`src/rtl/core/plde_pkg.sv`:
```
package plde_pkg;

  // operation codes
  localparam logic [1:0] OP_START = 2'd0;
  localparam logic [1:0] OP_BYTE  = 2'd1;
  localparam logic [1:0] OP_SKIP  = 2'd2;

  // header layout: post count, separator, document count, terminator
  localparam int unsigned POSTS_BYTES_I = 8;
  localparam int unsigned DOCS_BYTES_I  = 4;
  localparam logic [3:0]  POSTS_BYTES   = 4'(POSTS_BYTES_I);
  localparam logic [3:0]  HDR_LEN       = 4'(POSTS_BYTES_I + 1 + DOCS_BYTES_I + 1);

  typedef enum logic [1:0] {
    PH_HEADER = 2'd0,
    PH_BODY   = 2'd1,
    PH_DONE   = 2'd2
  } phase_t;

  typedef enum logic [1:0] {
    ROLE_LOC_OR_FLAG = 2'd0,
    ROLE_DOC_DELTA   = 2'd1,
    ROLE_LOC_SET     = 2'd2
  } role_t;

  // byte classification done in the front end
  typedef struct packed {
    logic       is_cont;    // 10xxxxxx
    logic       bad_lead;   // continuation, 0xFE or 0xFF where a lead is expected
    logic [2:0] more;       // continuation bytes that follow a lead
    logic [6:0] lead_bits;  // payload bits of a lead
  } byte_class_t;

  typedef struct packed {
    logic [1:0]  op;
    logic [7:0]  data_byte;
    logic [31:0] target_doc;
    byte_class_t cls;
  } item_t;

  typedef struct packed {
    logic [31:0] doc_number;
    logic [31:0] location;
    logic        list_end;
    logic        malformed;
  } result_t;

endpackage

```
`src/rtl/core/plde_front.sv`:
```
module plde_front import plde_pkg::*; (
  input  logic [1:0]  operation,
  input  logic [7:0]  data_byte,
  input  logic [31:0] target_doc,
  output item_t       item
);

  byte_class_t cls;

  always_comb begin
    cls = '0;
    case (data_byte) inside
      8'b0???????: begin
        cls.lead_bits = data_byte[6:0];
      end
      8'b10??????: begin
        cls.is_cont  = 1'b1;
        cls.bad_lead = 1'b1;
      end
      8'b110?????: begin
        cls.more      = 3'd1;
        cls.lead_bits = {2'b00, data_byte[4:0]};
      end
      8'b1110????: begin
        cls.more      = 3'd2;
        cls.lead_bits = {3'b000, data_byte[3:0]};
      end
      8'b11110???: begin
        cls.more      = 3'd3;
        cls.lead_bits = {4'b0000, data_byte[2:0]};
      end
      8'b111110??: begin
        cls.more      = 3'd4;
        cls.lead_bits = {5'b00000, data_byte[1:0]};
      end
      8'b1111110?: begin
        cls.more      = 3'd5;
        cls.lead_bits = {6'b000000, data_byte[0]};
      end
      default: begin
        cls.bad_lead = 1'b1;  // 0xFE, 0xFF
      end
    endcase
  end

  assign item = '{op: operation, data_byte: data_byte, target_doc: target_doc, cls: cls};

endmodule

```
`src/rtl/core/plde_queue.sv`:
```
module plde_queue import plde_pkg::*; #(
  parameter int DEPTH = 2
) (
  input  logic  clk,
  input  logic  rst_n,
  input  logic  push,
  input  item_t push_item,
  output logic  full,
  input  logic  pop,
  output logic  not_empty,
  output item_t head
);

  localparam int PW = (DEPTH > 1) ? $clog2(DEPTH) : 1;
  localparam int CW = $clog2(DEPTH + 1);
  localparam logic [PW-1:0] LAST = PW'(DEPTH - 1);
  localparam logic [CW-1:0] FULL_CNT = CW'(DEPTH);

  item_t         mem_r [DEPTH];
  logic [PW-1:0] wr_ptr_r, rd_ptr_r;
  logic [CW-1:0] count_r;

  assign full      = (count_r == FULL_CNT);
  assign not_empty = (count_r != '0);
  assign head      = mem_r[rd_ptr_r];

  always_ff @(posedge clk) begin
    if (!rst_n) begin
      wr_ptr_r <= '0;
      rd_ptr_r <= '0;
      count_r  <= '0;
    end else begin
      if (push) begin
        wr_ptr_r <= (wr_ptr_r == LAST) ? '0 : wr_ptr_r + PW'(1);
      end
      if (pop) begin
        rd_ptr_r <= (rd_ptr_r == LAST) ? '0 : rd_ptr_r + PW'(1);
      end
      if (push && !pop) begin
        count_r <= count_r + CW'(1);
      end else if (pop && !push) begin
        count_r <= count_r - CW'(1);
      end
    end
  end

  always_ff @(posedge clk) begin
    if (push) begin
      mem_r[wr_ptr_r] <= push_item;
    end
  end

endmodule

```
`src/rtl/core/plde_back.sv`:
```
module plde_back import plde_pkg::*; (
  input  logic    clk,
  input  logic    rst_n,
  input  logic    item_valid,
  input  item_t   item,
  output logic    pop,
  output logic    out_valid,
  input  logic    out_stall,
  output result_t result
);

  phase_t      phase_r, phase_nxt;
  logic [3:0]  hdr_cnt_r, hdr_cnt_nxt;
  logic [63:0] total_r, total_nxt;
  logic [63:0] done_r, done_nxt;
  logic [31:0] acc_r, acc_nxt;
  logic [2:0]  cont_r, cont_nxt;
  role_t       role_r, role_nxt;
  logic [31:0] doc_r, doc_nxt;
  logic [31:0] loc_r, loc_nxt;
  logic [31:0] skip_r, skip_nxt;
  logic        out_valid_r, out_valid_nxt;
  result_t     res_r, res_nxt;

  logic        emit;
  result_t     emit_res;
  logic        val_done;
  logic [31:0] val;
  logic        finished;
  logic        shown;
  logic [31:0] acc_shift;
  logic [63:0] done_inc;

  assign pop       = item_valid && (!out_valid_r || !out_stall);
  assign out_valid = out_valid_r;
  assign result    = res_r;

  assign acc_shift = {acc_r[25:0], item.data_byte[5:0]};
  assign done_inc  = done_r + 64'd1;
  // doc only moves on a doc delta, which never finishes a posting
  assign shown     = (doc_r >= skip_r);

  always_comb begin
    phase_nxt   = phase_r;
    hdr_cnt_nxt = hdr_cnt_r;
    total_nxt   = total_r;
    done_nxt    = done_r;
    acc_nxt     = acc_r;
    cont_nxt    = cont_r;
    role_nxt    = role_r;
    doc_nxt     = doc_r;
    loc_nxt     = loc_r;
    skip_nxt    = skip_r;
    emit        = 1'b0;
    emit_res    = '0;
    val_done    = 1'b0;
    val         = '0;
    finished    = 1'b0;

    if (pop) begin
      case (item.op)
        OP_START: begin
          phase_nxt   = PH_HEADER;
          hdr_cnt_nxt = '0;
          total_nxt   = '0;
          done_nxt    = '0;
          acc_nxt     = '0;
          cont_nxt    = '0;
          role_nxt    = ROLE_LOC_OR_FLAG;
          doc_nxt     = '0;
          loc_nxt     = '0;
          skip_nxt    = '0;
        end
        OP_SKIP: begin
          skip_nxt = item.target_doc;
        end
        OP_BYTE: begin
          case (phase_r)
            PH_HEADER: begin
              if (hdr_cnt_r < POSTS_BYTES) begin
                total_nxt[{hdr_cnt_r[2:0], 3'b000} +: 8] = item.data_byte;
              end
              hdr_cnt_nxt = hdr_cnt_r + 4'd1;
              if (hdr_cnt_nxt >= HDR_LEN) begin
                hdr_cnt_nxt = '0;
                if (total_r == '0) begin
                  phase_nxt = PH_DONE;
                  emit      = 1'b1;
                  emit_res  = '{doc_number: '0, location: '0, list_end: 1'b1,
                                malformed: 1'b0};
                end else begin
                  phase_nxt = PH_BODY;
                end
              end
            end
            PH_BODY: begin
              if (cont_r != '0) begin
                if (!item.cls.is_cont) begin
                  cont_nxt = '0;
                  acc_nxt  = '0;
                  emit     = 1'b1;
                  emit_res = '{doc_number: doc_r, location: loc_r, list_end: 1'b0,
                               malformed: 1'b1};
                end else begin
                  acc_nxt  = acc_shift;
                  cont_nxt = cont_r - 3'd1;
                  if (cont_nxt == '0) begin
                    val_done = 1'b1;
                    val      = acc_shift;
                  end
                end
              end else if (item.cls.bad_lead) begin
                emit     = 1'b1;
                emit_res = '{doc_number: doc_r, location: loc_r, list_end: 1'b0,
                             malformed: 1'b1};
              end else if (item.cls.more == '0) begin
                val_done = 1'b1;
                val      = {25'd0, item.cls.lead_bits};
              end else begin
                acc_nxt  = {25'd0, item.cls.lead_bits};
                cont_nxt = item.cls.more;
              end
            end
            default: begin
              // past the end of the list
              emit     = 1'b1;
              emit_res = '{doc_number: '0, location: '0, list_end: 1'b1, malformed: 1'b0};
            end
          endcase
        end
        default: begin
        end
      endcase
    end

    // completed value: apply by role
    if (val_done) begin
      case (role_r)
        ROLE_LOC_OR_FLAG: begin
          if (val != '0) begin
            loc_nxt  = loc_r + val;
            finished = 1'b1;
          end else begin
            role_nxt = ROLE_DOC_DELTA;
          end
        end
        ROLE_DOC_DELTA: begin
          doc_nxt  = doc_r + val;
          role_nxt = ROLE_LOC_SET;
        end
        default: begin
          loc_nxt  = val;
          role_nxt = ROLE_LOC_OR_FLAG;
          finished = 1'b1;
        end
      endcase
    end

    if (finished) begin
      done_nxt = done_inc;
      if (done_inc == total_r) begin
        phase_nxt = PH_DONE;
        emit      = 1'b1;
        if (shown) begin
          emit_res = '{doc_number: doc_nxt, location: loc_nxt, list_end: 1'b1,
                       malformed: 1'b0};
        end else begin
          emit_res = '{doc_number: '0, location: '0, list_end: 1'b1, malformed: 1'b0};
        end
      end else if (shown) begin
        emit     = 1'b1;
        emit_res = '{doc_number: doc_nxt, location: loc_nxt, list_end: 1'b0, malformed: 1'b0};
      end
    end

    out_valid_nxt = out_valid_r && out_stall;
    res_nxt       = res_r;
    if (emit) begin
      out_valid_nxt = 1'b1;
      res_nxt       = emit_res;
    end
  end

  always_ff @(posedge clk) begin
    if (!rst_n) begin
      phase_r <= PH_HEADER;
    end else begin
      phase_r <= phase_nxt;
    end
  end

  always_ff @(posedge clk) begin
    if (!rst_n) begin
      hdr_cnt_r   <= '0;
      total_r     <= '0;
      done_r      <= '0;
      acc_r       <= '0;
      cont_r      <= '0;
      role_r      <= ROLE_LOC_OR_FLAG;
      doc_r       <= '0;
      loc_r       <= '0;
      skip_r      <= '0;
      out_valid_r <= 1'b0;
    end else begin
      hdr_cnt_r   <= hdr_cnt_nxt;
      total_r     <= total_nxt;
      done_r      <= done_nxt;
      acc_r       <= acc_nxt;
      cont_r      <= cont_nxt;
      role_r      <= role_nxt;
      doc_r       <= doc_nxt;
      loc_r       <= loc_nxt;
      skip_r      <= skip_nxt;
      out_valid_r <= out_valid_nxt;
    end
  end

  always_ff @(posedge clk) begin
    res_r <= res_nxt;
  end

  a_hdr_no_partial: assert property (@(posedge clk) disable iff (!rst_n)
    phase_r == PH_HEADER |-> cont_r == '0 && done_r == '0)
    else $error("partial value or posting count during header");

  a_hdr_cnt_range: assert property (@(posedge clk) disable iff (!rst_n)
    hdr_cnt_r < HDR_LEN)
    else $error("header byte count out of range");

  a_body_count: assert property (@(posedge clk) disable iff (!rst_n)
    phase_r == PH_BODY |-> done_r < total_r)
    else $error("body phase with all postings consumed");

  a_no_overwrite: assert property (@(posedge clk) disable iff (!rst_n)
    pop |-> !(out_valid_r && out_stall))
    else $error("item retired while result slot is held");

  a_done_sticky: assert property (@(posedge clk) disable iff (!rst_n)
    phase_r == PH_DONE && !(pop && item.op == OP_START) |=> phase_r == PH_DONE)
    else $error("left done phase without a start");

endmodule

```
`src/rtl/core/posting_list_delta_decoder_core.sv`:
```
// Channel  Direction  Handshake              Payload
// in       input      in_valid / in_stall    in_operation, in_data_byte, in_target_doc
// out      output     out_valid / out_stall  out_doc_number, out_location,
//                                            out_list_end, out_malformed
//
// One transaction per cycle sustained on both sides while out_stall is low; an input
// transaction is written into the queue at its accepting edge and its result, if any,
// is loaded into the result register when it is decoded from the queue head.
// The rate is set by the decode step in the back end
// (64-bit post count increment and compare, 32-bit running sum).
// rst_n is synchronous, active low; it empties the queue and clears decode state.
// in_stall rises only when the queue is full; out_stall holds the result register
// and, once the queue fills, pushes back to the input.
module posting_list_delta_decoder_core import plde_pkg::*; #(
  parameter int QUEUE_DEPTH = 2
) (
  input  logic        clk,
  input  logic        rst_n,
  input  logic        in_valid,
  output logic        in_stall,
  input  logic [1:0]  in_operation,
  input  logic [7:0]  in_data_byte,
  input  logic [31:0] in_target_doc,
  output logic        out_valid,
  input  logic        out_stall,
  output logic [31:0] out_doc_number,
  output logic [31:0] out_location,
  output logic        out_list_end,
  output logic        out_malformed
);

  item_t   in_item;    // classified input transaction
  item_t   q_head;
  logic    q_full;
  logic    q_not_empty;
  logic    q_push;
  logic    q_pop;
  result_t res;

  // front end: byte classification only, no state
  plde_front u_front (
    .operation  (in_operation),
    .data_byte  (in_data_byte),
    .target_doc (in_target_doc),
    .item       (in_item)
  );

  // stall comes from registered fill level only
  assign in_stall = q_full;
  assign q_push   = in_valid && !q_full;

  plde_queue #(
    .DEPTH (QUEUE_DEPTH)
  ) u_queue (
    .clk       (clk),
    .rst_n     (rst_n),
    .push      (q_push),
    .push_item (in_item),
    .full      (q_full),
    .pop       (q_pop),
    .not_empty (q_not_empty),
    .head      (q_head)
  );

  // back end: header parse, value assembly, posting update, result register
  plde_back u_back (
    .clk        (clk),
    .rst_n      (rst_n),
    .item_valid (q_not_empty),
    .item       (q_head),
    .pop        (q_pop),
    .out_valid  (out_valid),
    .out_stall  (out_stall),
    .result     (res)
  );

  assign out_doc_number = res.doc_number;
  assign out_location   = res.location;
  assign out_list_end   = res.list_end;
  assign out_malformed  = res.malformed;

endmodule
```
`config.mk`:
```
export PLATFORM = sky130hd
export DESIGN_NAME = posting_list_delta_decoder_core
export DESIGN_NICKNAME = d
export VERILOG_FILES = /design/src/rtl/core/plde_pkg.sv /design/src/rtl/core/plde_front.sv /design/src/rtl/core/plde_queue.sv /design/src/rtl/core/plde_back.sv /design/src/rtl/core/posting_list_delta_decoder_core.sv
export SDC_FILE = /design/constraint.sdc
export NUM_CORES = 1
export LEC_CHECK = 0
export BUFFER_PORTS_ARGS = -buffer_cell sky130_fd_sc_hd__clkbuf_2
export CORE_UTILIZATION = 50
export CTS_CLUSTER_DIAMETER = 100
export DETAILED_ROUTE_END_ITERATION = 10
export PLACE_DENSITY = 0.78
export SYNTH_ARGS = -nofsm -noshare
export SYNTH_HDL_FRONTEND = slang
export SYNTH_SLANG_ARGS = --single-unit
```
`constraint.sdc`:
```
create_clock -name clk -period 10.2 [get_ports clk]
set_input_delay 2.04 -clock clk [delete_from_list [all_inputs] [get_ports clk]]
set_output_delay 2.04 -clock clk [all_outputs]
set_load 0.02 [all_outputs]
```
==> flow_metrics.py <==
metrics = {
    "synth": {
        "async_flop_share": 0,
        "synth-adder-area-share": 0.05375,
        "ys_ff_latch": 441,
        "synth_xor_area_frac": 0.04914,
        "synth_common_cells": "nor2_1, dfxtp_1, a21oi_1",
        "yosys_most_used_dff": "dfxtp_1",
        "syn_area_per_cell_um2": 9.015,
        "synth-edff-count": 174,
        "synth_top_area_frac": 0.2142,
        "synth_most_common_cell": "nor2_1",
        "seq_area_frac_synth": 0.4236,
        "synthMuxAreaShare": 0.02532,
        "synth_top_family_by_area": "simple AND/OR/NAND/NOR gates",
        "syn_nets": 2920,
        "ys_top_cells_by_area": "dfxtp_1, edfxtp_1, ha_1",
        "synth_area_mm2": 0.02495,
        "ys_warn_count": 0,
        "synth-simple-area-share": 0.2131,
        "synth_cell_types": 97,
        "synthCells": 2768,
        "synth_compound_area_frac": 0.1941,
        "yosys.area.top_type": "dfxtp_1",
    },
    "timing": {
        "tightest_slew_ns": 1.227,
        "fmax_mhz": 150.0,
        "finalMaxSlewViolations": 0,
        "fin_crit_sh": 0.6534,
        "rsz0062_at_grt": "false",
        "period_needed_ns": 6.665,
        "maxSlewHeadroom": 0.1756,
        "fin_worst_hold_slack_ns": 0.4819,
        "tns_ns": 0,
        "worst_clock_skew_ns": 0.01798,
        "hold_violations": 0,
        "finalSetupViolCount": 0,
    },
    "detailed_routing": {
        "final_antenna_net_count": 0,
        "viasPerCell": 6.387,
        "routedWlPerCell_um": 21.46,
        "vias": 22292,
        "drtIter0Drc": 2816,
        "finalWirelength_mm": 74.89,
        "remaining_drc_errors": 0,
        "dr.pass1.iters": 8,
    },
    "die": {
        "num_rows": 81,
        "die_h_um": 225.4,
        "ioPinCount": 114,
        "die-area_mm2": 0.05080,
        "core-area_mm2": 0.04905,
        "initial_core_util": 0.5087,
        "die_w_um": 225.4,
    },
    "setup_path": {
        "setup.worst_path.end_class": "register",
        "critPathLaunchType": "input pin",
        "critPathKind": "in2reg",
        "critPathArrivalTime_ns": 7.21,
        "worstPathMaxFanout": 30,
        "crit_required_ns": 10.74,
    },
    "cts": {
        "cts_setup_buffers": 0,
        "cts_resized": 0,
        "tritoncts": "done",
        "htreeDepth": 2,
        "cts.sinks": 441,
        "cts_made_buffers": 48,
        "root_buffer": "clkbuf_16",
        "clk_pin_slew_ns": 0.06,
        "cts_buffer_depth": 3,
        "cts_hold_buf": 0,
        "clk_latency_ns": 0.61,
    },
    "flow_run": {
        "cap_violations": 0,
    },
    "global_routing": {
        "busiest_layer": "met2",
        "grt_overflow_total": 0,
        "grt_pass1_wl_mm": 115.4,
        "met3_usage": 0.04407,
        "grt_pass1_vias": 20285,
        "antenna_found_initial": 1,
        "use_met2": 0.4375,
        "grt_max_degree": 93,
        "grt_usage": 0.2873,
        "grt_use_met1": 0.4148,
    },
    "place": {
        "hpwlAfterDp_mm": 52.27,
        "place_area_mm2": 0.02591,
        "portBuffers": 113,
        "place_congestion": 0.9505,
    },
    "cells_and_area": {
        "final_nets": 2938,
        "fillers": 4296,
        "fin_area_mm2": 0.02750,
        "drive_above_1_share": 0.1019,
        "area_growth_pct": 10.19,
    },
    "run_status": {
        "status": "completed",
    },
    "power": {
        "power_leakage_nw": 10.39,
        "vdd_drop_max_uv": 149.8,
        "power_w": 0.004555,
        "powerDensity_mw_per_mm2": 165.7,
    },
    "min_path": {
        "min_path_type": "reg2reg",
    },
}
[worst paths after layout]
kind                                   startpoint                         endpoint  slack (ns)  cells past startpoint
hold / removal    u_back.total_r[23]$_SDFFE_PN0P_  u_back.total_r[23]$_SDFFE_PN0P_        0.48                      2
setup / recovery                        out_stall      u_back.doc_r[28]$_SDFF_PN0_        3.54                     17
hold reg to reg   u_back.total_r[23]$_SDFFE_PN0P_  u_back.total_r[23]$_SDFFE_PN0P_        0.48                      2
setup reg to reg    u_back.cont_r[0]$_SDFFE_PN0P_      u_back.doc_r[28]$_SDFF_PN0_        3.88                     16
[power breakdown]
group          leakage [nW]  internal, W  switching (W)  total, W
Combinational          5.70     0.000242       0.000564  0.000807
Sequential             3.92      0.00194      0.0000601   0.00200
Clock                 0.765      0.00100       0.000744   0.00175
[cell families (layout without fill, tap and decap cells)]
| group | Yosys count | count (layout) |
|---|---|---|
| AO/OA/AOI/OAI | 742 | 742 |
| flip-flops | 441 | 441 |
| other | 0 | 1 |
| multiplexers | 60 | 60 |
| buffers and inverters | 249 | 306 |
| XOR/XNOR | 140 | 140 |
| adder cells (fa/ha/maj) | 106 | 106 |
| AND/OR/NAND/NOR | 1030 | 1030 |
[registers in the layout, indices dropped and copies added, names as in the netlist, named ones only]
name	flops
u_back.phase_r	2
u_back.loc_r	32
u_back.cont_r	3
u_queue.mem_r	108
u_back.acc_r	26
u_back.total_r	64
u_queue.count_r	2
u_back.role_r	1
u_back.out_valid	1
u_back.skip_r	32
u_back.hdr_cnt_r	4
u_back.doc_r	32
u_queue.rd_ptr_r	1
u_back.done_r	64
u_queue.wr_ptr_r	1
u_back.result	66
[metal layers]
layer,wire (µm),vias to the layer above
met5,0,-
met4,2265,0
met3,6752,168
met2,33230,1152
met1,32640,10652
li1,-,10320
[worst max-delay path, stage by stage]
cell       delay [ns]
clkbuf_2         0.12
a2bb2oi_2        0.28
inv_2            0.10
a2111oi_4        0.32
buf_4            0.34
o211a_1          0.66
nand2_1          0.20
fa_1             0.49
nor2b_1          0.16
o31a_1           0.20
o21bai_1         0.10
a21boi_0         0.44
nor2_1           0.20
o311ai_0         0.77
a41oi_1          0.24
or4_1            0.44
nand3_1          0.08
[through the flow]
stage	cells	setup slack (ns)	utilization
floorplan	2768	3.930	-
global placement	3400	3.184	0.5282
detailed placement	3400	3.070	0.5282
CTS	3489	3.663	0.5605
global route	3490	3.275	0.5606
finish	3490	3.535	0.5606
[final cells by class]
type / count / area, µm² / share of cell area
Multi-Input combinational cell: 2078 / 13450 / 0.4890
Sequential cell: 441 / 10570 / 0.3845
Clock buffer: 70 / 1429 / 0.05197
Tap cell: 664 / 830.8 / 0.03021
Timing Repair Buffer: 140 / 768.2 / 0.02794
Inverter: 77 / 294.0 / 0.01069
Clock inverter: 19 / 153.9 / 0.005597
Antenna cell: 1 / 2.502 / 0.00009101
[layout by cell type, fill, tap and decap left out, drive strengths merged, types with 20 or more instances in the layout]
cell    Yosys  final
o21a       24     24
clkbuf    115    183
and4       20     20
nand3      90     90
nor4       42     42
o21ai     132    132
nand2b     21     21
a211oi     27     27
a22oi      86     86
ha        104    104
nand2     210    210
xnor2      88     88
nor3       96     96
nand4      57     57
or3        26     26
mux2i      44     44
a21o       48     48
buf        57     27
inv        77     79
dfxtp     267    267
and3       60     60
a21oi     228    228
xor2       52     52
edfxtp    174    174
and2       40     40
nor2      284    284
a31oi      22     22
Power figures use the tool's default switching activity.
